**config.mk**
```make
export PLATFORM = sky130hd
export DESIGN_NAME = chip8c_regs
export DESIGN_NICKNAME = d
export VERILOG_FILES = /design/src/sv/chip8c_pkg.sv /design/src/sv/chip8c_regs.sv
export SDC_FILE = /design/constraint.sdc
export NUM_CORES = 1
export LEC_CHECK = 0
export BUFFER_PORTS_ARGS = -buffer_cell sky130_fd_sc_hd__buf_2
export CAP_MARGIN = 10
export CORE_ASPECT_RATIO = 0.5
export CORE_MARGIN = 8
export CORE_UTILIZATION = 65
export DETAILED_ROUTE_END_ITERATION = 8
export PLACE_DENSITY = 0.84
export SLEW_MARGIN = 20
export SYNTH_ARGS = -nofsm -noshare
export SYNTH_HDL_FRONTEND = slang
export SYNTH_SLANG_ARGS = --single-unit
```
**constraint.sdc**
```tcl
create_clock -name i_clk -period 6.16 [get_ports i_clk]
set_clock_uncertainty 0.05 [all_clocks]
set_input_delay 1.848 -clock i_clk [delete_from_list [all_inputs] [get_ports i_clk]]
set_output_delay 1.848 -clock i_clk [all_outputs]
set_load 0.1 [all_outputs]
```
**src/sv/chip8c_pkg.sv**
```systemverilog
`timescale 1ns / 1ps
// ----------------------------------------------------------------------------
// CHIP-8 core package
// Shared types, codes, the hex font table and small decode helpers.
// ----------------------------------------------------------------------------
package chip8c_pkg;

    localparam logic [11:0] PC_START      = 12'h200;
    localparam int          FONT_BYTES    = 80;
    localparam int          SCREEN_PIXELS = 2048;

    localparam logic [1:0] FUNC_WR   = 2'd0;
    localparam logic [1:0] FUNC_RD   = 2'd1;
    localparam logic [1:0] FUNC_PIX  = 2'd2;
    localparam logic [1:0] FUNC_EXEC = 2'd3;

    localparam logic [1:0] STAT_OK    = 2'd0;
    localparam logic [1:0] STAT_WAIT  = 2'd1;
    localparam logic [1:0] STAT_BADOP = 2'd2;
    localparam logic [1:0] STAT_STACK = 2'd3;

    localparam logic [7:0] FONT [FONT_BYTES] = '{
        8'hF0, 8'h90, 8'h90, 8'h90, 8'hF0, 8'h20, 8'h60, 8'h20, 8'h20, 8'h70,
        8'hF0, 8'h10, 8'hF0, 8'h80, 8'hF0, 8'hF0, 8'h10, 8'hF0, 8'h10, 8'hF0,
        8'h90, 8'h90, 8'hF0, 8'h10, 8'h10, 8'hF0, 8'h80, 8'hF0, 8'h10, 8'hF0,
        8'hF0, 8'h80, 8'hF0, 8'h90, 8'hF0, 8'hF0, 8'h10, 8'h20, 8'h40, 8'h40,
        8'hF0, 8'h90, 8'hF0, 8'h90, 8'hF0, 8'hF0, 8'h90, 8'hF0, 8'h10, 8'hF0,
        8'hF0, 8'h90, 8'hF0, 8'h90, 8'h90, 8'hE0, 8'h90, 8'hE0, 8'h90, 8'hE0,
        8'hF0, 8'h80, 8'h80, 8'h80, 8'hF0, 8'hE0, 8'h90, 8'h90, 8'h90, 8'hE0,
        8'hF0, 8'h80, 8'hF0, 8'h80, 8'hF0, 8'hF0, 8'h80, 8'hF0, 8'h80, 8'h80
    };

    typedef enum logic [4:0] {
        ST_CLEAR, ST_IDLE, ST_CMD, ST_RDW, ST_F1, ST_F2, ST_F3, ST_F4, ST_F5,
        ST_EXEC, ST_FLAG, ST_DROW, ST_DBYTE, ST_DPIX, ST_DXOR, ST_BCD,
        ST_STO_RD, ST_STO_WR, ST_LD_RD, ST_LD_WR, ST_IADV, ST_FIN
    } t_state;

    typedef enum logic [3:0] {
        ALU_PASS, ALU_OR, ALU_AND, ALU_XOR, ALU_ADD, ALU_SUB, ALU_RSUB,
        ALU_SHR, ALU_SHL
    } t_alu_op;

    typedef struct packed {
        logic       we;
        logic [3:0] addr;
        logic [7:0] data;
    } t_rf_wr;

    function automatic logic [7:0] font_byte(input logic [6:0] a);
        if (32'(a) < FONT_BYTES) return FONT[a];
        return 8'h00;
    endfunction

    // ALU operation for the 8XYn group.
    function automatic t_alu_op alu_op_of(input logic [3:0] n);
        t_alu_op op;
        case (n)
            4'h1:    op = ALU_OR;
            4'h2:    op = ALU_AND;
            4'h3:    op = ALU_XOR;
            4'h4:    op = ALU_ADD;
            4'h5:    op = ALU_SUB;
            4'h6:    op = ALU_SHR;
            4'h7:    op = ALU_RSUB;
            4'hE:    op = ALU_SHL;
            default: op = ALU_PASS;
        endcase
        return op;
    endfunction

    function automatic logic sub_valid(input logic [3:0] n);
        return (n <= 4'h7) || (n == 4'hE);
    endfunction

    function automatic logic sub_sets_flag(input logic [3:0] n);
        return ((n >= 4'h4) && (n <= 4'h7)) || (n == 4'hE);
    endfunction

    // Bit 4 is set when a key is pressed, bits 3:0 give the lowest one.
    function automatic logic [4:0] lowest_key(input logic [15:0] k);
        logic [4:0] r;
        r = 5'd0;
        for (int i = 15; i >= 0; i--) begin
            if (k[i]) r = {1'b1, 4'(i)};
        end
        return r;
    endfunction

    // Decimal digit sel (0 hundreds, 1 tens, 2 ones) of an 8-bit value.
    function automatic logic [7:0] bcd_digit(input logic [7:0] v, input logic [1:0] sel);
        logic [1:0]  h;
        logic [7:0]  rem;
        logic [14:0] prod;
        logic [3:0]  t;
        logic [7:0]  o;
        h    = (v >= 8'd200) ? 2'd2 : ((v >= 8'd100) ? 2'd1 : 2'd0);
        rem  = v - 8'(h) * 8'd100;
        prod = 15'(rem) * 15'd205;
        t    = prod[14:11];
        o    = rem - 8'(t) * 8'd10;
        case (sel)
            2'd0:    return {6'd0, h};
            2'd1:    return {4'd0, t};
            default: return o;
        endcase
    endfunction

endpackage

```
**src/sv/chip8c_regs.sv**
```systemverilog
`timescale 1ns / 1ps
// ----------------------------------------------------------------------------
// CHIP-8 register file
// Sixteen byte registers, one write and one registered read per cycle.
// ----------------------------------------------------------------------------
module chip8c_regs (
    input  logic              i_clk,
    input  logic              i_rst_n,
    input  chip8c_pkg::t_rf_wr i_wr,
    input  logic [3:0]        i_raddr,
    output logic [7:0]        o_rdata
);
    import chip8c_pkg::*;

    logic [7:0]  r_mem [16];
    logic [15:0] r_valid;
    logic [7:0]  r_q;

    // A register never written since reset reads as zero.
    always_ff @(posedge i_clk) begin
        if (!i_rst_n) begin
            r_valid <= '0;
        end else if (i_wr.we) begin
            r_valid[i_wr.addr] <= 1'b1;
        end
    end

    always_ff @(posedge i_clk) begin
        if (i_wr.we) begin
            r_mem[i_wr.addr] <= i_wr.data;
        end
        r_q <= r_valid[i_raddr] ? r_mem[i_raddr] : 8'h00;
    end

    assign o_rdata = r_q;
endmodule

```
# == Yosys cells after proc, flatten, opt, wreduce, memory -nomap -nowiden ==
# Memories as Yosys holds them, arrays and structs flattened. A register that Yosys moved wholly into a read port is not among the register bits.
# Index checks and enable logic that the tools add are counted.
# totals
regBits,16
latchBits,0
ramBits,128
romBits,0
inputBits,19
out_inout_bits,8
elab_cells,14
memories,1
# memory_table
name,depth,width,rd,rd_clocked_by_memory_dff,write_ports,line_no,text
r_mem,16,8,1,1,1,chip8c_regs.sv:15,logic [7:0] r_mem [16];
# classes
add_sub_neg,0
n_mul,0
n_div,0
order_cmp,3
n_eq_ne,0
shifts,0
muxes,6
n_bitwise,1
reduce_logical,2
# op_table
operator,n
$or 16x16->16,1
$lt 4x5->1 const B,2
$bmux 1 s4,1
$demux 1 s4,1
$ge 4x1->1 const B,1
$mux 1,4
$logic_and 1x1->1,1
$logic_not 1->1,1

# == Logic depth before layout (Yosys ltp) ==
# Gate-level depths: netlist (run 1).
# depth
word_depth,5
mapped_depth,5
mapped_depth_nobuf,4

# == Worst setup path after synthesis (run 1) ==
# No wires, ideal clock.
# synth_timing
path_type,input to register
startpoint,input port i_wr[10] in the netlist's numbering
endpoint,memory r_mem[0][0] (enable)
setup_time_ns,0.386
arrival_ns,3.008
t_required_ns,5.724
slack_ns,2.716
cell_stages,2
path_buffers,0
path_cell_list,or3b_2 nor3_1
# synth_rtl
element,line_no,text
start: declaration,chip8c_regs.sv:9,"input chip8c_pkg::t_rf_wr i_wr,"
end: declaration,chip8c_regs.sv:15,
# Straight into the memory's write port.

# == Worst setup path after layout (run 1) ==
# layout_timing
startpoint,input port i_raddr[0]
endpoint,"register r_q[7] (netlist: o_rdata[7]), read port of r_mem"
# layout_between
elab_chain_len,3
# layout_lines
element,line_no,text
start: declaration,chip8c_regs.sv:10,"input logic [3:0] i_raddr,"
$bmux 1 s4,chip8c_regs.sv:32,r_q <= r_valid[i_raddr] ? r_mem[i_raddr] : 8'h00;
$mux 1 (not written as such),chip8c_regs.sv:32,
$logic_not 1->1 (no source line),-,
end: declaration,chip8c_regs.sv:17,logic [7:0] r_q;
# Several ways; a longest one is shown, not always the timed one. The select of a mux whose other input is x is not followed.
# A chain may end at the register's enable or synchronous reset.

==> results of run 1 <==
## critical path: stages
cell     delay (ns)
buf_2          0.55
buf_4          0.46
mux4_2         0.56
a22oi_1        0.20
a21oi_1        0.11
## per-stage QoR
| stage | hold WS [ns] | util | power (uW) | cell area (um2) |
|---|---|---|---|---|
| 2_1_floorplan | 0.3854 | - | 1226 | 5662 |
| 3_3_place_gp | 0.3914 | 0.6871 | 1255 | 5901 |
| 3_5_place_dp | 0.4005 | 0.6871 | 1262 | 5901 |
| 4_1_cts | 0.4132 | 0.7611 | 2369 | 6536 |
| 5_1_grt | 0.4223 | 0.7611 | 2415 | 6536 |
| 6_report | 0.4139 | 0.7611 | 2366 | 6536 |
## final cells by class
type / instances / area [um2]
tap: 117 / 146.4
clock buffer: 24 / 491.7
multi-input combinational: 106 / 1262
clock inverter: 8 / 143.9
timing repair buffer: 31 / 167.7
sequential: 152 / 4324
fill: 459 / 2052
## layer usage
layer / vias to the layer above / GRT usage / wire length, um / share of wire
met5: - / 0 / 0 / 0
met4: 0 / 0.09788 / 208 / 0.017
met2: 232 / 0.3403 / 5913 / 0.47
met1: 1546 / 0.2759 / 5029 / 0.40
li1: 1197 / - / - / -
met3: 24 / 0.08576 / 1330 / 0.11
## where the power goes
part	switching, uW	internal, uW
combinational	63.2	38.7
clock	402	720
sequential	7.00	1140
total	472	1890
## worst paths after layout
kind / from / endpoint / cells past startpoint
worst max-delay path: i_raddr[0] / o_rdata[7]$_SDFF_PN0_ / 5
worst min-delay path: r_valid[6]$_SDFFE_PN0P_ / r_valid[6]$_SDFFE_PN0P_ / 1
worst max register to register: r_valid[13]$_SDFFE_PN0P_ / o_rdata[1]$_SDFF_PN0_ / 4
worst min register to register: r_valid[6]$_SDFFE_PN0P_ / r_valid[6]$_SDFFE_PN0P_ / 1
## registers in the layout (all words and copies together) (netlist names)
register / flops
r_mem: 128
r_valid: 16
o_rdata: 8
## cells in the final DEF, fill, tap and decap left out
cell and count:
clkbuf_8 4, and2_1 1, nor2_8 1, buf_4 5
clkinv_2 1, o21a_1 16, mux4_2 36, nand2b_1 2
edfxtp_1 128, nand3b_1 2, buf_2 26, clkinv_1 1
bufinv_16 4, nor2b_1 2, clkbuf_16 17, a22o_2 1
a22o_1 1, a21oi_1 8, clkbuf_1 3, nor2_1 13
clkinvlp_4 2, nand2_1 1, a22oi_1 16, dfxtp_1 24
or3b_2 1, nand3_1 1, nor3_1 4
## logic make-up after synthesis
logic type	count (synthesis)	share of synthesized area
multiplexers	36	0.1432
AND/OR/NAND/NOR	28	0.02696
flip-flops	152	0.7638
buffers and inverters	13	0.01326
AO/OA/AOI/OAI	42	0.05282
==> results.tsv, run 1 <==
stage	metric	value	unit
run_status	outcome	completed	
floorplan	die_h	82.00	um
clocking	clock_sinks	152	
floorplan	chipWidth	148.0	um
synthesis	syn_area	5662	um2
sta	worstMarginPinSlew	1.156	ns
sta	rsz0062_at_grt	no	
clocking	clock_latency	0.42	ns
sta	slew_viol_final	0	
setup_path	required	6.40	ns
synthesis	netlist_top_cells_area	edfxtp_1 68%, mux4_2 14%, dfxtp_1 8.5%, a22oi_1 2.1%, o21a_1 2.1%	
floorplan	coreArea	8588	um2
synthesis	ys_top_cells_by_count	128 x edfxtp_1, 36 x mux4_2, 24 x dfxtp_1	
synthesis	synth_cell_types	23	
setup_path	worstSetupPathType	primary input to flip-flop	
power	p_leak	0.002158	uW
synthesis	synthArstFlopShare	0	
finish	finalNonFillerCells	438	
setup_path	worstPathArrival	3.76	ns
sta	fin_setup_tns	0	ns
detailed_routing	drt_iter0_markers	324	
power	p_per_area	361.9	nW/um2
synthesis	synth_flop_cell	edfxtp_1	
sta	fin_crit	3.522	ns
detailed_routing	wl_per_cell	28.50	um
sta	layout_worst_path_cycle_share	0.5718	
clocking	hold_buffers	0	
min_path	hp-class	flip-flop to flip-flop	
detailed_routing	vias_per_cell	6.847	
setup_path	critPathCaptureType	flip-flop	
placement	post-dp-hpwl	7082	um
finish	areaGrowthSynthToFinish	15.45	%
placement	place_ws	2.171	ns
clocking	clockRootBuffer	clkbuf_16	
synthesis	yosysTopAreaCell	edfxtp_1	
synthesis	ys_ff_latch	152	
clocking	post_cts.repair.setup_buffers	0	
clocking	clockBufferDepth	2	
synthesis	syn_inst	271	
sta	slew_headroom	0.2266	
global_route	overflow	0	
power	worst_ir_drop_vdd	0.0002760	V
global_route	grt_pass1_vias	3228	
finish	n_antenna_cell	0	
synthesis	synth_area_per_cell	20.89	um2
detailed_routing	firstDrtPassIters	5	
synthesis	synth_fp_nets	290	
global_route	antenna_found_initial	0	
detailed_routing	drcViolationCount	0	
placement	placed_cells	406	
finish	drive_above_1_share	0.3053	
synthesis	synth-edff-count	128	
detailed_routing	antenna_left	0	
global_route	grt_max_degree	37	
detailed_routing	vias	2999	
sta	hold_viol	0	
synthesis	synth_seq_area_share	0.7638	
global_route	grt_pass1_wl	18660	um
setup_path	rrSetupSlack	4.51	ns
clocking	numCtsBuffers	17	
clocking	cts_tree	yes	
global_route	grt.total_usage	0.2194	
synthesis	synth_most_common_cell	edfxtp_1	
placement	port_buffers	26	
synthesis	yosys_warnings	0	
detailed_routing	wirelength	12480	um
run	cap_viol_max_count	0	
finish	nets	327	
synthesis	synth_top_area_share	0.6789	
floorplan	ios	27	
floorplan	rows	24	
sta	finalSetupViolations	0	
clocking	clk_pin_slew	0.06	ns
setup_path	startpoint_type	primary input	
sta	fmax	283.9	MHz
floorplan	die_area	12130	um2
floorplan	start_util	0.6592	
clocking	cts-resized-gates	0	
clocking	h-tree-depth	4	
sta	setup_slack	2.638	ns
placement	place_congestion	0.7236	
setup_path	path_max_fanout	21	
Power figures use the tool's default switching activity.
==> run 2, diff against run 1 <==
CORE_UTILIZATION = 60   (was 65)
PLACE_DENSITY = 0.78   (was 0.84)
clock period = 3.34 ns   (was 6.16 ns; I/O delays follow)
==> run 2 against run 1 <==
  * Clock-buffer cell count fell by 5
  * Sequential share of layout area fell by 0.79 points
  * Combinational power rose by 88%
  * Via count fell by 2.4%
  * Critical path type unchanged
==> results.tsv, run 2 (synthesis gave the netlist of run 1 again) <==
stage	metric	value	unit
detailed_routing	wl_met1	4703	um
floorplan	die_h	84.69	um
setup_path	critPathCaptureType	flip-flop	
sta	fmax	419.3	MHz
floorplan	start_util	0.6074	
placement	place_congestion	0.7996	
finish	ff_latch_area	4324	um2
detailed_routing	dr_wl_met2	5455	um
setup_path	startpoint_type	primary input	
run_status	outcome	completed	
global_route	overflow	0	
detailed_routing	wl_per_cell	24.68	um
power	p_per_area	631.3	nW/um2
setup_path	slowest_delay	0.53	ns
sta	fin_setup_tns	0	ns
clocking	cts_tree	yes	
finish	multi_input_comb_area	1262	um2
finish	nFillCells	532	
floorplan	rows	25	
finish	drive_above_1_share	0.3442	
clocking	clock_sinks	152	
detailed_routing	drcViolationCount	0	
floorplan	coreArea	9321	um2
sta	slew_viol_final	0	
clocking	clock_latency	0.41	ns
finish	fin_util	0.7097	
min_path	hp-class	flip-flop to flip-flop	
detailed_routing	vias_per_cell	6.391	
floorplan	die_area	12990	um2
sta	finalSetupViolations	0	
floorplan	chipWidth	153.4	um
sta	rsz0062_at_grt	no	
clocking	hold_buffers	0	
finish	final_cell_mix	128 x edfxtp_1, 36 x mux4_2, 26 x buf_2	
finish	final_common_cell	edfxtp_1	
detailed_routing	antenna_left	0	
global_route	grt_pass1_wl	17240	um
clocking	numCtsBuffers	17	
detailed_routing	firstDrtPassIters	5	
global_route	grt.total_usage	0.1835	
setup_path	worstSetupPathType	primary input to flip-flop	
setup_path	cp_slowest_cell	nor3_1	
finish	largest_register_ff_count	128	
detailed_routing	vias	2927	
setup_path	path_cells	buf_2 > or3b_2 > nor3_1 > buf_4	
placement	port_buffers	26	
clocking	clockBufferDepth	2	
detailed_routing	wirelength	11310	um
detailed_routing	top_layer	met4	
floorplan	ios	27	
power	p_leak	0.002225	uW
global_route	antenna_found_initial	0	
setup_path	path_max_fanout	6	
setup_path	rr_worst_depth	4	
clocking	h-tree-depth	4	
run	cap_viol_max_count	0	
sta	slew_headroom	0.4039	
clocking	clockRootBuffer	clkbuf_16	
global_route	grt_pass1_vias	3043	
global_route	grt_max_degree	22	
detailed_routing	dr_wl_met3	991	um
power	worst_ir_drop_vdd	0.0004218	V
detailed_routing	drt_iter0_markers	262	
setup_path	worstPathArrival	2.45	ns
sta	worstMarginPinSlew	0.8909	ns
finish	n_antenna_cell	0	
sta	layout_worst_path_cycle_share	0.7140	
sta	fin_crit	2.385	ns
sta	hold_viol	0	
clocking	post_cts.repair.setup_buffers	0	
clocking	clk_pin_slew	0.06	ns
setup_path	required	3.41	ns
placement	post-dp-hpwl	7218	um
min_path	hold_path_depth	1	
finish	nets	343	
clocking	cts-resized-gates	0	
finish	areaGrowthSynthToFinish	16.84	%
finish	top_register	r_mem	
==> run 2: changes by cell type in the layout (fill, tap and decap cells not counted), sizes merged <==
cell	delta
clkinv	+6
clkbuf	-5
buf	+16
bufinv	-1
==> run 2: critical path: cells and delay by family <==
| family | cells | cell delay [ns] |
|---|---|---|
| buf+inv | 2 | 0.40 |
| simple gates | 2 | 1.05 |
==> run 2: path summary, 6_finish.rpt <==
kind	start	to	slack (ns)
min reg2reg	r_valid[6]$_SDFFE_PN0P_	r_valid[6]$_SDFFE_PN0P_	0.41
min	r_valid[6]$_SDFFE_PN0P_	r_valid[6]$_SDFFE_PN0P_	0.41
max	i_wr[10]	r_mem[0][5]$_DFFE_PP_	0.96
max reg2reg	r_valid[5]$_SDFFE_PN0P_	o_rdata[3]$_SDFF_PN0_	1.78
==> run 2: where the power goes <==
group	switching [uW]	internal (uW)
clock	710	1170
sequential	10.6	2090
combinational	115	77.3
total	836	3340
==> run 2: metal layers <==
| metal | vias up | global-route usage |
|---|---|---|
| met3 | 13 | 0.06609 |
| li1 | 1234 | - |
| met4 | 0 | 0.07326 |
| met2 | 162 | 0.2860 |
| met5 | - | 0 |
| met1 | 1518 | 0.2324 |
==> run 2: stage by stage <==
step	instance area (um2)	cells	hold WS, ns	setup WS, ns	power [uW]
floorplan	5662	271	0.3854	0.7422	2262
global placement	6026	426	0.3925	0.5975	2325
global route	6615	458	0.4250	0.9130	4289
CTS	6615	458	0.4127	0.9491	4206
detailed placement	6026	426	0.3993	0.5399	2334
finish	6615	458	0.4129	0.9552	4176
==> run 2: layout make-up <==
class | count | share of cell area
well taps | 121 | 0.02289
multi-input cells | 106 | 0.1908
clock inverters | 13 | 0.02364
repair buffers | 47 | 0.04350
clock buffers | 19 | 0.06544
flip-flops and latches | 152 | 0.6537
