`src/sv/chip8c_pkg.sv`:
```
`timescale 1ns / 1ps
// ----------------------------------------------------------------------------
// CHIP-8 core package
// Shared types, codes, the hex font table and small decode helpers.
// ----------------------------------------------------------------------------
package chip8c_pkg;

    localparam logic [11:0] PC_START      = 12'h200;
    localparam int          FONT_BYTES    = 80;
    localparam int          SCREEN_PIXELS = 2048;

    localparam logic [1:0] FUNC_WR   = 2'd0;
    localparam logic [1:0] FUNC_RD   = 2'd1;
    localparam logic [1:0] FUNC_PIX  = 2'd2;
    localparam logic [1:0] FUNC_EXEC = 2'd3;

    localparam logic [1:0] STAT_OK    = 2'd0;
    localparam logic [1:0] STAT_WAIT  = 2'd1;
    localparam logic [1:0] STAT_BADOP = 2'd2;
    localparam logic [1:0] STAT_STACK = 2'd3;

    localparam logic [7:0] FONT [FONT_BYTES] = '{
        8'hF0, 8'h90, 8'h90, 8'h90, 8'hF0, 8'h20, 8'h60, 8'h20, 8'h20, 8'h70,
        8'hF0, 8'h10, 8'hF0, 8'h80, 8'hF0, 8'hF0, 8'h10, 8'hF0, 8'h10, 8'hF0,
        8'h90, 8'h90, 8'hF0, 8'h10, 8'h10, 8'hF0, 8'h80, 8'hF0, 8'h10, 8'hF0,
        8'hF0, 8'h80, 8'hF0, 8'h90, 8'hF0, 8'hF0, 8'h10, 8'h20, 8'h40, 8'h40,
        8'hF0, 8'h90, 8'hF0, 8'h90, 8'hF0, 8'hF0, 8'h90, 8'hF0, 8'h10, 8'hF0,
        8'hF0, 8'h90, 8'hF0, 8'h90, 8'h90, 8'hE0, 8'h90, 8'hE0, 8'h90, 8'hE0,
        8'hF0, 8'h80, 8'h80, 8'h80, 8'hF0, 8'hE0, 8'h90, 8'h90, 8'h90, 8'hE0,
        8'hF0, 8'h80, 8'hF0, 8'h80, 8'hF0, 8'hF0, 8'h80, 8'hF0, 8'h80, 8'h80
    };

    typedef enum logic [4:0] {
        ST_CLEAR, ST_IDLE, ST_CMD, ST_RDW, ST_F1, ST_F2, ST_F3, ST_F4, ST_F5,
        ST_EXEC, ST_FLAG, ST_DROW, ST_DBYTE, ST_DPIX, ST_DXOR, ST_BCD,
        ST_STO_RD, ST_STO_WR, ST_LD_RD, ST_LD_WR, ST_IADV, ST_FIN
    } t_state;

    typedef enum logic [3:0] {
        ALU_PASS, ALU_OR, ALU_AND, ALU_XOR, ALU_ADD, ALU_SUB, ALU_RSUB,
        ALU_SHR, ALU_SHL
    } t_alu_op;

    typedef struct packed {
        logic       we;
        logic [3:0] addr;
        logic [7:0] data;
    } t_rf_wr;

    function automatic logic [7:0] font_byte(input logic [6:0] a);
        if (32'(a) < FONT_BYTES) return FONT[a];
        return 8'h00;
    endfunction

    // ALU operation for the 8XYn group.
    function automatic t_alu_op alu_op_of(input logic [3:0] n);
        t_alu_op op;
        case (n)
            4'h1:    op = ALU_OR;
            4'h2:    op = ALU_AND;
            4'h3:    op = ALU_XOR;
            4'h4:    op = ALU_ADD;
            4'h5:    op = ALU_SUB;
            4'h6:    op = ALU_SHR;
            4'h7:    op = ALU_RSUB;
            4'hE:    op = ALU_SHL;
            default: op = ALU_PASS;
        endcase
        return op;
    endfunction

    function automatic logic sub_valid(input logic [3:0] n);
        return (n <= 4'h7) || (n == 4'hE);
    endfunction

    function automatic logic sub_sets_flag(input logic [3:0] n);
        return ((n >= 4'h4) && (n <= 4'h7)) || (n == 4'hE);
    endfunction

    // Bit 4 is set when a key is pressed, bits 3:0 give the lowest one.
    function automatic logic [4:0] lowest_key(input logic [15:0] k);
        logic [4:0] r;
        r = 5'd0;
        for (int i = 15; i >= 0; i--) begin
            if (k[i]) r = {1'b1, 4'(i)};
        end
        return r;
    endfunction

    // Decimal digit sel (0 hundreds, 1 tens, 2 ones) of an 8-bit value.
    function automatic logic [7:0] bcd_digit(input logic [7:0] v, input logic [1:0] sel);
        logic [1:0]  h;
        logic [7:0]  rem;
        logic [14:0] prod;
        logic [3:0]  t;
        logic [7:0]  o;
        h    = (v >= 8'd200) ? 2'd2 : ((v >= 8'd100) ? 2'd1 : 2'd0);
        rem  = v - 8'(h) * 8'd100;
        prod = 15'(rem) * 15'd205;
        t    = prod[14:11];
        o    = rem - 8'(t) * 8'd10;
        case (sel)
            2'd0:    return {6'd0, h};
            2'd1:    return {4'd0, t};
            default: return o;
        endcase
    endfunction

endpackage

```
`src/sv/chip8c_alu.sv`:
```
`timescale 1ns / 1ps
// ----------------------------------------------------------------------------
// CHIP-8 shared ALU
// Logic, add, subtract and shift with the VF flag; also forms addresses.
// ----------------------------------------------------------------------------
module chip8c_alu (
    input  chip8c_pkg::t_alu_op i_op,
    input  logic [11:0]         i_a,
    input  logic [11:0]         i_b,
    output logic [12:0]         o_res,
    output logic                o_flag
);
    import chip8c_pkg::*;

    logic [12:0] w_sum;
    assign w_sum = {1'b0, i_a} + {1'b0, i_b};

    always_comb begin
        o_res  = {1'b0, i_b};
        o_flag = 1'b0;
        unique case (i_op)
            ALU_PASS: o_res = {1'b0, i_b};
            ALU_OR:   o_res = {1'b0, i_a | i_b};
            ALU_AND:  o_res = {1'b0, i_a & i_b};
            ALU_XOR:  o_res = {1'b0, i_a ^ i_b};
            ALU_ADD: begin
                // Carry out of the low byte for byte operands.
                o_res  = w_sum;
                o_flag = w_sum[8];
            end
            ALU_SUB: begin
                o_res  = {1'b0, i_a - i_b};
                o_flag = (i_a >= i_b);
            end
            ALU_RSUB: begin
                o_res  = {1'b0, i_b - i_a};
                o_flag = (i_b >= i_a);
            end
            ALU_SHR: begin
                o_res  = {2'b00, i_a[11:1]};
                o_flag = i_a[0];
            end
            ALU_SHL: begin
                o_res  = {i_a, 1'b0};
                o_flag = i_a[7];
            end
            default: o_res = {1'b0, i_b};
        endcase
    end
endmodule

```
`config.mk`:
```
export PLATFORM = sky130hd
export DESIGN_NAME = chip8c_alu
export DESIGN_NICKNAME = d
export VERILOG_FILES = /design/src/sv/chip8c_pkg.sv /design/src/sv/chip8c_alu.sv
export SDC_FILE = /design/constraint.sdc
export NUM_CORES = 1
export LEC_CHECK = 0
export BUFFER_PORTS_ARGS = -buffer_cell sky130_fd_sc_hd__buf_4
export CAP_MARGIN = 20
export CORE_MARGIN = 2
export CORE_UTILIZATION = 40
export DETAILED_ROUTE_END_ITERATION = 12
export PLACE_DENSITY_LB_ADDON = 0.05
export SLEW_MARGIN = 20
export SYNTH_ARGS = -nofsm -noshare
export SYNTH_HDL_FRONTEND = slang
export SYNTH_SLANG_ARGS = --single-unit
```
`constraint.sdc`:
```
create_clock -name vclk -period 4.8
set_clock_uncertainty 0.2 [all_clocks]
set_input_delay 0.72 -clock vclk [all_inputs]
set_output_delay 0.72 -clock vclk [all_outputs]
set_load 0.1 [all_outputs]
```
# Yosys cells after proc, flatten, opt, wreduce, memory -nomap -nowiden
# Index checks and enable logic that the tools add are counted.
dict set report op_classes {
  bitwise_logic 3
  n_mux 2
  addsub 3
  n_lt_le_gt_ge 2
  eq_ne 8
}
# op count
set ops {}
lappend ops {{13-bit case mux with 8 select lines} 1}
lappend ops {{12-bit >= comparator} 2}
lappend ops {{12-bit subtractor} 2}
lappend ops {{4-bit by 3-bit equality test with 1-bit output, second input constant} 4}
lappend ops {{12-bit by 12-bit adder with 13-bit output} 1}
lappend ops {{12-bit bitwise AND} 1}
lappend ops {{12-bit bitwise OR} 1}
lappend ops {{12-bit XOR} 1}
lappend ops {{4-bit by 2-bit equality test with 1-bit output, second input constant} 2}
lappend ops {{1-bit case mux with 5 select lines} 1}
lappend ops {{4-bit by 1-bit equality test with 1-bit output, second input constant} 1}
lappend ops {{4-bit equality test, second input constant} 1}
dict set report totals {
  word_cells 18
  register_bits 0
  inputBits 28
}

# Longest topological paths before layout
# Gate-level depths: netlist of run 1.
dict set report depth {
  depth_word 2
  ltp_mapped 10
  depth_no_buf 9
}

# Worst setup path before layout of run 1
# OpenSTA, ideal clock, no wires.
dict set report synth_path {
  path_type {input to output}
  startpoint {input port i_a[0]}
  endpoint {output port o_res[12]}
  arrival_time_ns 4.089
  slack_ns -0.209
  path_stages 8
  n_path_buf 0
  cell_sequence {ha_1 > inv_1 > fa_1 > nor2b_1 > o2111ai_2 > nand4_1 > a31oi_1 > o31ai_1}
}
dict set report synth_via {
  elab_chain_cells 2
}
# item line
set synth_rtl {}
lappend synth_rtl {{start, declared} chip8c_alu.sv:8} ;# input logic [11:0] i_a,
lappend synth_rtl {{12-bit by 12-bit adder with 13-bit output} chip8c_alu.sv:16} ;# assign w_sum = {1'b0, i_a} + {1'b0, i_b};
lappend synth_rtl {{13-bit case mux with 8 select lines} chip8c_alu.sv:21} ;# unique case (i_op)
lappend synth_rtl {{end, declared} chip8c_alu.sv:10} ;# output logic [12:0] o_res,
# Every way passes these cells.

# Worst setup path in the final report of run 1
dict set report layout_path {
  startpoint {input port i_a[4]}
  endpoint {output port o_res[9]}
}
dict set report layout_via {
  elab_chain_cells 2
  word_cells_on_any_way 4
}
# item line
set layout_rtl {}
lappend layout_rtl {{12-bit subtractor, or another cell as far along} chip8c_alu.sv:36} ;# o_res = {1'b0, i_b - i_a};
lappend layout_rtl {{13-bit case mux with 8 select lines *} chip8c_alu.sv:21}
# Every way passes the cells marked *; elsewhere a longest branch is shown, timed or not.

==> results.md, run 1 <==
- The commonest cells after synthesis are sky130_fd_sc_hd__ha_1 (51), sky130_fd_sc_hd__a21oi_1 (43), sky130_fd_sc_hd__inv_1 (39), sky130_fd_sc_hd__nand2_1 (36), sky130_fd_sc_hd__nor2_1 (35).
- At the end of routability-driven placement, the weighted congestion stood at 0.9463.
- The core footprint is 0.007687 mm^2.
- The share of the clock period used by the worst path is 0.9084.
- The netlist uses 79 different library cells.
- STA puts the critical path data required time at 3880 ps.
- In this run, the number of DRC markers left after iteration 0 of detailed routing was 452.
- Measured against its own limit, the worst slew margin works out to 0.4321.
- Tracing the worst setup path back leads to its startpoint at i_a[4].
- At the worst endpoint, the arrival time is 3440 ps.
- There are 0 flip-flops and latches.
- The count of instances resized after the clock tree is built is 0.
- The final number of hold-violating endpoints is 0.
- The setup TNS after final layout is 0 ps.
- The area fraction in compound gates after synthesis was 0.3931.
- The die is 92.63 um wide.
- The first global-routing pass estimated around 20000 um of wire.
- The synthesized-area fraction occupied by and/or/nand/nor cells is 0.2457.
- In the final layout, the multi-input gates occupy 0.002856 mm^2.
- The worst hold path belongs to the class in2out.
- At the pin with the least slew margin, the transition time is roughly 850 ps.
- In this run the cell area measured after placement is 0.003495 mm^2.
- In the post-synthesis netlist, the cell with the most instances is sky130_fd_sc_hd__ha_1.
- Counting every instance in the synthesized netlist gives 460.
- The initial core utilization is 0.4087.
- Counting stages on the worst path, the most repeated cell is sky130_fd_sc_hd__buf_4.
- The worst setup path is captured at an output pin.
- The remaining global-route overflow is 0.
- For this run, the number of Yosys warnings is 0.
- The count of hold buffers inserted by post-cts repair is 0.
- The run finished with clean final reports.
- The cell type with the largest total area after synthesis is sky130_fd_sc_hd__ha_1.
- The startpoint-to-endpoint class of the critical path is in2out.
- The signal on the critical path passes through buf_4 -> inv_1 -> ha_1 -> nor3_2 -> o31a_1 -> nor3_1 -> o41ai_2 -> mux2_1 -> a41oi_2 -> buf_4.
- The adder-cell area share of the yosys netlist is 0.2222.
- The average instance in the mapped netlist occupies just under 7 um^2.
- Of the cells placed in the final design, the portion with a size suffix greater than 1 is 0.1566.
- After detailed routing, the average wire length per cell comes to approximately 22 um.
- The maximum clock frequency is 0.2293 GHz.
- The cell area after synthesis is 0.003142 mm^2.
- The final count of negative-setup-slack endpoints is 0.
- The routed design has between 10000 and 15000 um of wire.
- Summed over all nets, the half-perimeter wirelength after detailed placement is roughly 9800 um.
- The number of filler cells placed in the layout is 844.
- The initial antenna violation count is 0.
- The launch instance of the worst min-delay path is i_b[5].
- The fraction of synthesized cell area in xor and xnor cells is 0.01394.
- When the netlist entered floorplanning its net count stood at between 500 and 600.
- The share of the synthesized area in the top cell type is 0.2031.
- In the post-synthesis netlist, the biggest area contributors are sky130_fd_sc_hd__ha_1 (20%), sky130_fd_sc_hd__a21oi_1 (6.8%), sky130_fd_sc_hd__inv_1 (4.7%).
- The antenna diode instance count is 0.
- The worst hold path passes through 4 cells.
- The number of maximum-capacitance violations is 0.
- The launching element type of the critical path is an input port.
- The routed via count divided by cell count is about 6.5.
- After synthesis, the largest family of logic cells by area is compound AO/OA/AOI/OAI gates.
- Buffers added to address setup during post-CTS repair amount to 0.
- The routed layout has 3748 vias.
- Entering global routing, the biggest net connects 31 pins.
- The leakage power is 0.001547 uW.
- The number of remaining DRC errors is 0.
- Setup repair after global routing left no endpoint under its margin.
- The total number of nets in the final design is 563.
- The mux share of post-synthesis cell area is 0.03067.
- The count of port buffers added during placement is between 40 and 50.
- The largest fanout of any net on the critical path is 19.
- The number of slew-limit violations in the final report is 0.
- Counting the clock-network buffers in the layout gives 0.
- The number of global-route vias before repair is 3537.
- The die covers 0.008579 mm^2.
- The worst-case IR drop observed on VDD is just over 0.07 mV.
- The power density over the cells is approximately 140 mW/mm^2.
- The cell row count is 32.
- The area used by sequential logic in the layout is 0 um^2.
- Once detail routing completed, the nets flagged for antenna violations numbered 0.
- From synthesis to final layout, the design area changed by 11.23%.
- The first detailed-routing pass ran for 5 iterations.
- The sequential-to-total area share from yosys stat is 0.
- In the global route stage, overall resource usage came out at 0.2930.
- During I/O placement, the number of pins put on the boundary was 42.
- For this run, the slowest stage of the critical path takes 550 ps.
- The cell with the biggest individual delay on the critical path is sky130_fd_sc_hd__ha_1.
- The die height is 92.63 um.
- The shortest clock period the worst path allows after layout is around 4400 ps.
- The finished cells cover approximately 0.0035 mm^2.
## worst max-delay path: cells and delay by family
| family | cells | cell delay, ps |
|---|---|---|
| AOI/OAI and AO/OA | 3 | 830 |
| and+or+nand+nor | 2 | 450 |
| muxes | 1 | 380 |
| buffers and inverters | 3 | 500 |
| adders and majority gates | 1 | 550 |
## worst paths after layout
| path | slack (ps) | end |
|---|---|---|
| worst min-delay path | 1760 | o_res[5] |
| worst max-delay path | 440 | o_res[9] |
## per-layer routing
| layer | track usage | part of all wire |
|---|---|---|
| met4 | 0.09804 | 0.040 |
| met1 | 0.4116 | 0.44 |
| met2 | 0.4592 | 0.44 |
| met3 | 0.04068 | 0.090 |
| met5 | 0 | 0 |
## through the flow
| stage | hold WS (ps) | power, uW | cells | setup WS [ps] | utilization |
|---|---|---|---|---|---|
| floorplan | 1565 | 362.2 | 460 | 153.3 | - |
| global placement | 1754 | 489.7 | 581 | 501.0 | 0.4546 |
| detailed placement | 1756 | 487.7 | 581 | 529.8 | 0.4546 |
| CTS | 1766 | 490.3 | 581 | 509.0 | 0.4546 |
| global route | 1790 | 531.1 | 581 | 356.0 | 0.4546 |
| finish | 1762 | 499.6 | 581 | 439.8 | 0.4546 |
## report_power, final
group | internal (uW) | total (uW) | switching (uW)
clock | 0 | 0 | 0
sequential | 0 | 0 | 0
combinational | 154 | 500 | 346
total | 154 | 500 | 346
## cell families after synthesis
| logic type | Yosys count |
|---|---|
| simple gates | 152 |
| buf+inv | 69 |
| fa+ha+maj | 54 |
| compound gates | 171 |
| xor+xnor | 5 |
| mux | 9 |
## placed cells by master (no fill, tap or decap), types with 5 or more instances in the layout
| cell | instances |
|---|---|
| sky130_fd_sc_hd__ha_1 | 51 |
| sky130_fd_sc_hd__buf_4 | 48 |
| sky130_fd_sc_hd__a21oi_1 | 43 |
| sky130_fd_sc_hd__inv_1 | 39 |
| sky130_fd_sc_hd__nand2_1 | 36 |
| sky130_fd_sc_hd__nor2_1 | 35 |
| sky130_fd_sc_hd__o21ai_0 | 24 |
| sky130_fd_sc_hd__nor3_1 | 13 |
| sky130_fd_sc_hd__nand3_1 | 12 |
| sky130_fd_sc_hd__nor2b_1 | 10 |
| sky130_fd_sc_hd__a221oi_1 | 9 |
| sky130_fd_sc_hd__or3_1 | 8 |
| sky130_fd_sc_hd__o22ai_1 | 7 |
| sky130_fd_sc_hd__a31oi_1 | 7 |
| sky130_fd_sc_hd__a21o_1 | 6 |
| sky130_fd_sc_hd__o211ai_1 | 6 |
| sky130_fd_sc_hd__nand2b_1 | 5 |
| sky130_fd_sc_hd__a22oi_1 | 5 |
| sky130_fd_sc_hd__xnor2_1 | 5 |
| sky130_fd_sc_hd__a211oi_1 | 5 |
| sky130_fd_sc_hd__a32oi_1 | 5 |
| sky130_fd_sc_hd__nand4_1 | 5 |
## cell type report
type | count | area share
tap | 102 | 0.03652
multi-input combinational | 391 | 0.8174
inverter | 40 | 0.04296
timing repair buffer | 48 | 0.1031
Note: power is estimated with default switching activity, not from simulation.
==> run 2: changes to the inputs <==
--- a/config.mk
+++ b/config.mk
@@ -9,3 +9,2 @@
 export CAP_MARGIN = 20
-export CORE_MARGIN = 2
 export CORE_UTILIZATION = 40
==> constraint.sdc (replaced) <==
create_clock -name vclk -period 4.8
set_clock_uncertainty 0.2 [all_clocks]
set_input_delay 1.2 -clock vclk [all_inputs]
set_output_delay 1.2 -clock vclk [all_outputs]
set_load 0.1 [all_outputs]
==> run 2 against run 1 <==
Against the previous run:
- the flow now finishes with violations (setup timing)
- sequential share of layout area unchanged
- worst setup slack got worse by 550 ps
- critical path depth increased by 1
- largest cell class unchanged
- routed wire length grew 6.8%
- worst hold slack better by 920 ps
- critical endpoint is now o_res[6]
- design area increased by 35%
- combinational power up 33%
- first-iteration DRC count down 24%
==> results.md, run 2 (synthesis gave the netlist of run 1 again) <==
- The flow ran to the end, but the final reports show violations.
- The final reports fail on setup timing.
- The global-route track usage on met1 is 0.4582 (+0.04662).
- The maximum clock frequency came to 0.2038 GHz (-11%).
- The overall track demand over capacity in global routing is 0.3275 (+0.03452).
- The die height came to 90.63 um (-2.2%).
- The routed wire length is 13670 um (+6.8%).
- The global-route track usage on met3 is 0.06061 (+0.01992).
- The largest fanout of any net on the critical path is 4 (-15).
- The library cells used most frequently in the layout, excluding fill and tap cells, are sky130_fd_sc_hd__buf_4 (128), sky130_fd_sc_hd__ha_1 (41), sky130_fd_sc_hd__a21oi_1 (40).
- The transition time at the pin with the least slew margin came to 565.7 ps (-286.2 ps).
- The number of global-route vias before repair was 3866 (+9.3%).
- The cell row count was 31 (-3.1%).
- The routed via count divided by cell count was 6.065 (-6.0%).
- The pin count of the biggest net entering global routing was 25 (-19%).
- Compared with the post-synthesis result, the final layout area differs by 50.46%.
- The final estimated routing congestion in global placement was 1.098 (+16%).
- The leakage power is 0.002106 uW (+36%).
- The DRC marker count from the first detailed-route iteration came to 344 (-24%).
- The count of hold buffers inserted by post-cts repair came to 0 (unchanged).
- The worst setup path startpoint is i_b[0].
- The antenna diode instance count is 0 (unchanged).
- The required time of the worst setup path was 3400 ps (-480 ps).
- The utilization of the core after routing was 0.6381 (+0.1835).
- The average detailed-routed wire length per instance is 20.18 um (-8.3%).
- Setup repair after global routing could not meet its margin everywhere.
- The met2 global-route usage is 0.5088 (+0.04959).
- The die area is 0.008213 mm^2 (-4.3%).
- The count of port buffers added during placement came to 42 (unchanged).
- The core footprint is 0.007408 mm^2 (-3.6%).
- The sum of net half-perimeters after detailed placement was 11060 um (+13%).
- The busiest layer in global routing is met2.
- The final count of negative-setup-slack endpoints is 5 (+5).
- The number of slew-limit violations in the final report was 0 (unchanged).
- The data arrival time of the critical path is 3510 ps (+70 ps).
- The fraction of layout cells with a size suffix above 1 is 0.3945 (+0.2379).
- The total of clock buffers placed in the layout is 0 (unchanged).
- The total number of nets in the final design is 662 (+18%).
- The most critical setup path has its endpoint at o_res[6].
- The width of the chip is 90.63 um (-2.2%).
- The shortest clock period the worst path allows after layout is 4908 ps (+547.4 ps).
- The number of antenna-violating nets in the routed design was 0 (unchanged).
- STA classifies the critical path endpoint as an output pin.
- The first-pass GRT wire length is 21170 um (+6.7%).
- The area used by sequential logic in the layout is 0 um^2 (unchanged).
- The launch instance of the worst min-delay path is i_a[11].
- The number of maximum-capacitance violations is 0 (unchanged).
- The number of flip-flops and latches is 0 (unchanged).
- The setup TNS after final layout was -349.3 ps (-349.3 ps).
- The remaining max-slew budget at the tightest pin is 0.6215 (+0.1894).
- The initial antenna violation count was 0 (unchanged).
- The count of vias placed by the detailed router is 4106 (+9.6%).
- The share of the clock period used by the worst path came to 1.022 (+0.1140).
- The library cell used most frequently in the layout, excluding fill and tap cells, is sky130_fd_sc_hd__buf_4.
- The number of filler cells placed in the layout is 698 (-17%).
- The final worst slack is -107.6 ps (-547.4 ps).
- The worst hold path belongs to the class in2out.
- The power density over the cells is 141.1 mW/mm^2 (-1.3%).
- The number of remaining DRC errors is 0 (unchanged).
- The worst setup path is of the in2out kind.
- The initial core utilization is 0.4241 (+0.01539).
- The top-level port count was 42 (unchanged).
- The final number of hold-violating endpoints is 0 (unchanged).
- The launching element type of the critical path is an input port.
- The maximum vdd ir drop is 0.09811 mV (+36%).
- The remaining global-route overflow is 0 (unchanged).
- The area of the multi-input gates is 0.003168 mm^2 (+11%).
- The first-pass detailed-route iteration total was 5 (unchanged).
## run 2: cell types whose count changed in the layout (fill, tap and decap cells not counted), moves of 7 or more
cell / before / now
sky130_fd_sc_hd__ha_4: 0 / 7
sky130_fd_sc_hd__inv_2: 0 / 7
sky130_fd_sc_hd__buf_4: 48 / 128
sky130_fd_sc_hd__ha_1: 51 / 41
sky130_fd_sc_hd__buf_12: 0 / 10
sky130_fd_sc_hd__inv_1: 39 / 28
## run 2: cell type report
class                           count  area share
Multi-Input combinational cell    391      0.6702
Inverter                           40     0.03415
Tap cell                           99     0.02620
Timing Repair Buffer              147      0.2695
## run 2: critical path: stages
cell	delay, ps
sky130_fd_sc_hd__buf_8	80
sky130_fd_sc_hd__inv_4	30
sky130_fd_sc_hd__ha_4	150
sky130_fd_sc_hd__fa_2	400
sky130_fd_sc_hd__o21ba_4	210
sky130_fd_sc_hd__o41a_1	420
sky130_fd_sc_hd__and2_1	180
sky130_fd_sc_hd__o221a_1	240
sky130_fd_sc_hd__a31oi_2	210
sky130_fd_sc_hd__a2bb2oi_4	170
sky130_fd_sc_hd__buf_12	180
## run 2: through the flow
step	hold WS, ps	power, uW	area [um^2]	std cells	setup WS [ps]
after floorplan	2453	388.1	3318	460	-303.8
after global placement	2733	592.6	4353	670	-219.4
after detailed placement	2739	593.5	4353	670	-251.3
after CTS	2703	630.0	4531	673	-168.0
after global routing	2725	704.3	4727	677	-167.2
final	2685	666.9	4727	677	-107.6
## run 2: per-layer routing
layer,wire (um),up-vias
met5,0,-
met4,276,0
met3,1249,24
met2,5968,212
met1,6170,1923
li1,-,1947
## run 2: power by group
group	internal [uW]	switching (uW)	leakage (uW)	total, uW
clock network	0	0	0	0
logic	274	393	0.00211	667
registers	0	0	0	0
## run 2: worst min path at each step
| stage | slack [ps] | endpoint | cells past startpoint |
|---|---|---|---|
| 2_1_floorplan | 2450 | o_res[6] | 2 |
| 3_3_place_gp | 2730 | o_res[12] | 4 |
| 3_5_place_dp | 2740 | o_res[12] | 4 |
| 4_1_cts | 2700 | o_res[6] | 5 |
| 5_1_grt | 2720 | o_res[12] | 4 |
| 6_report | 2690 | o_res[12] | 4 |
## run 2: timing repair
action	in CTS	in global routing
resized for setup	38	41
pin swaps	12	16
buffers inserted	3	4
setup endpoints to repair	8	10
endpoints found under the hold margin	0	0
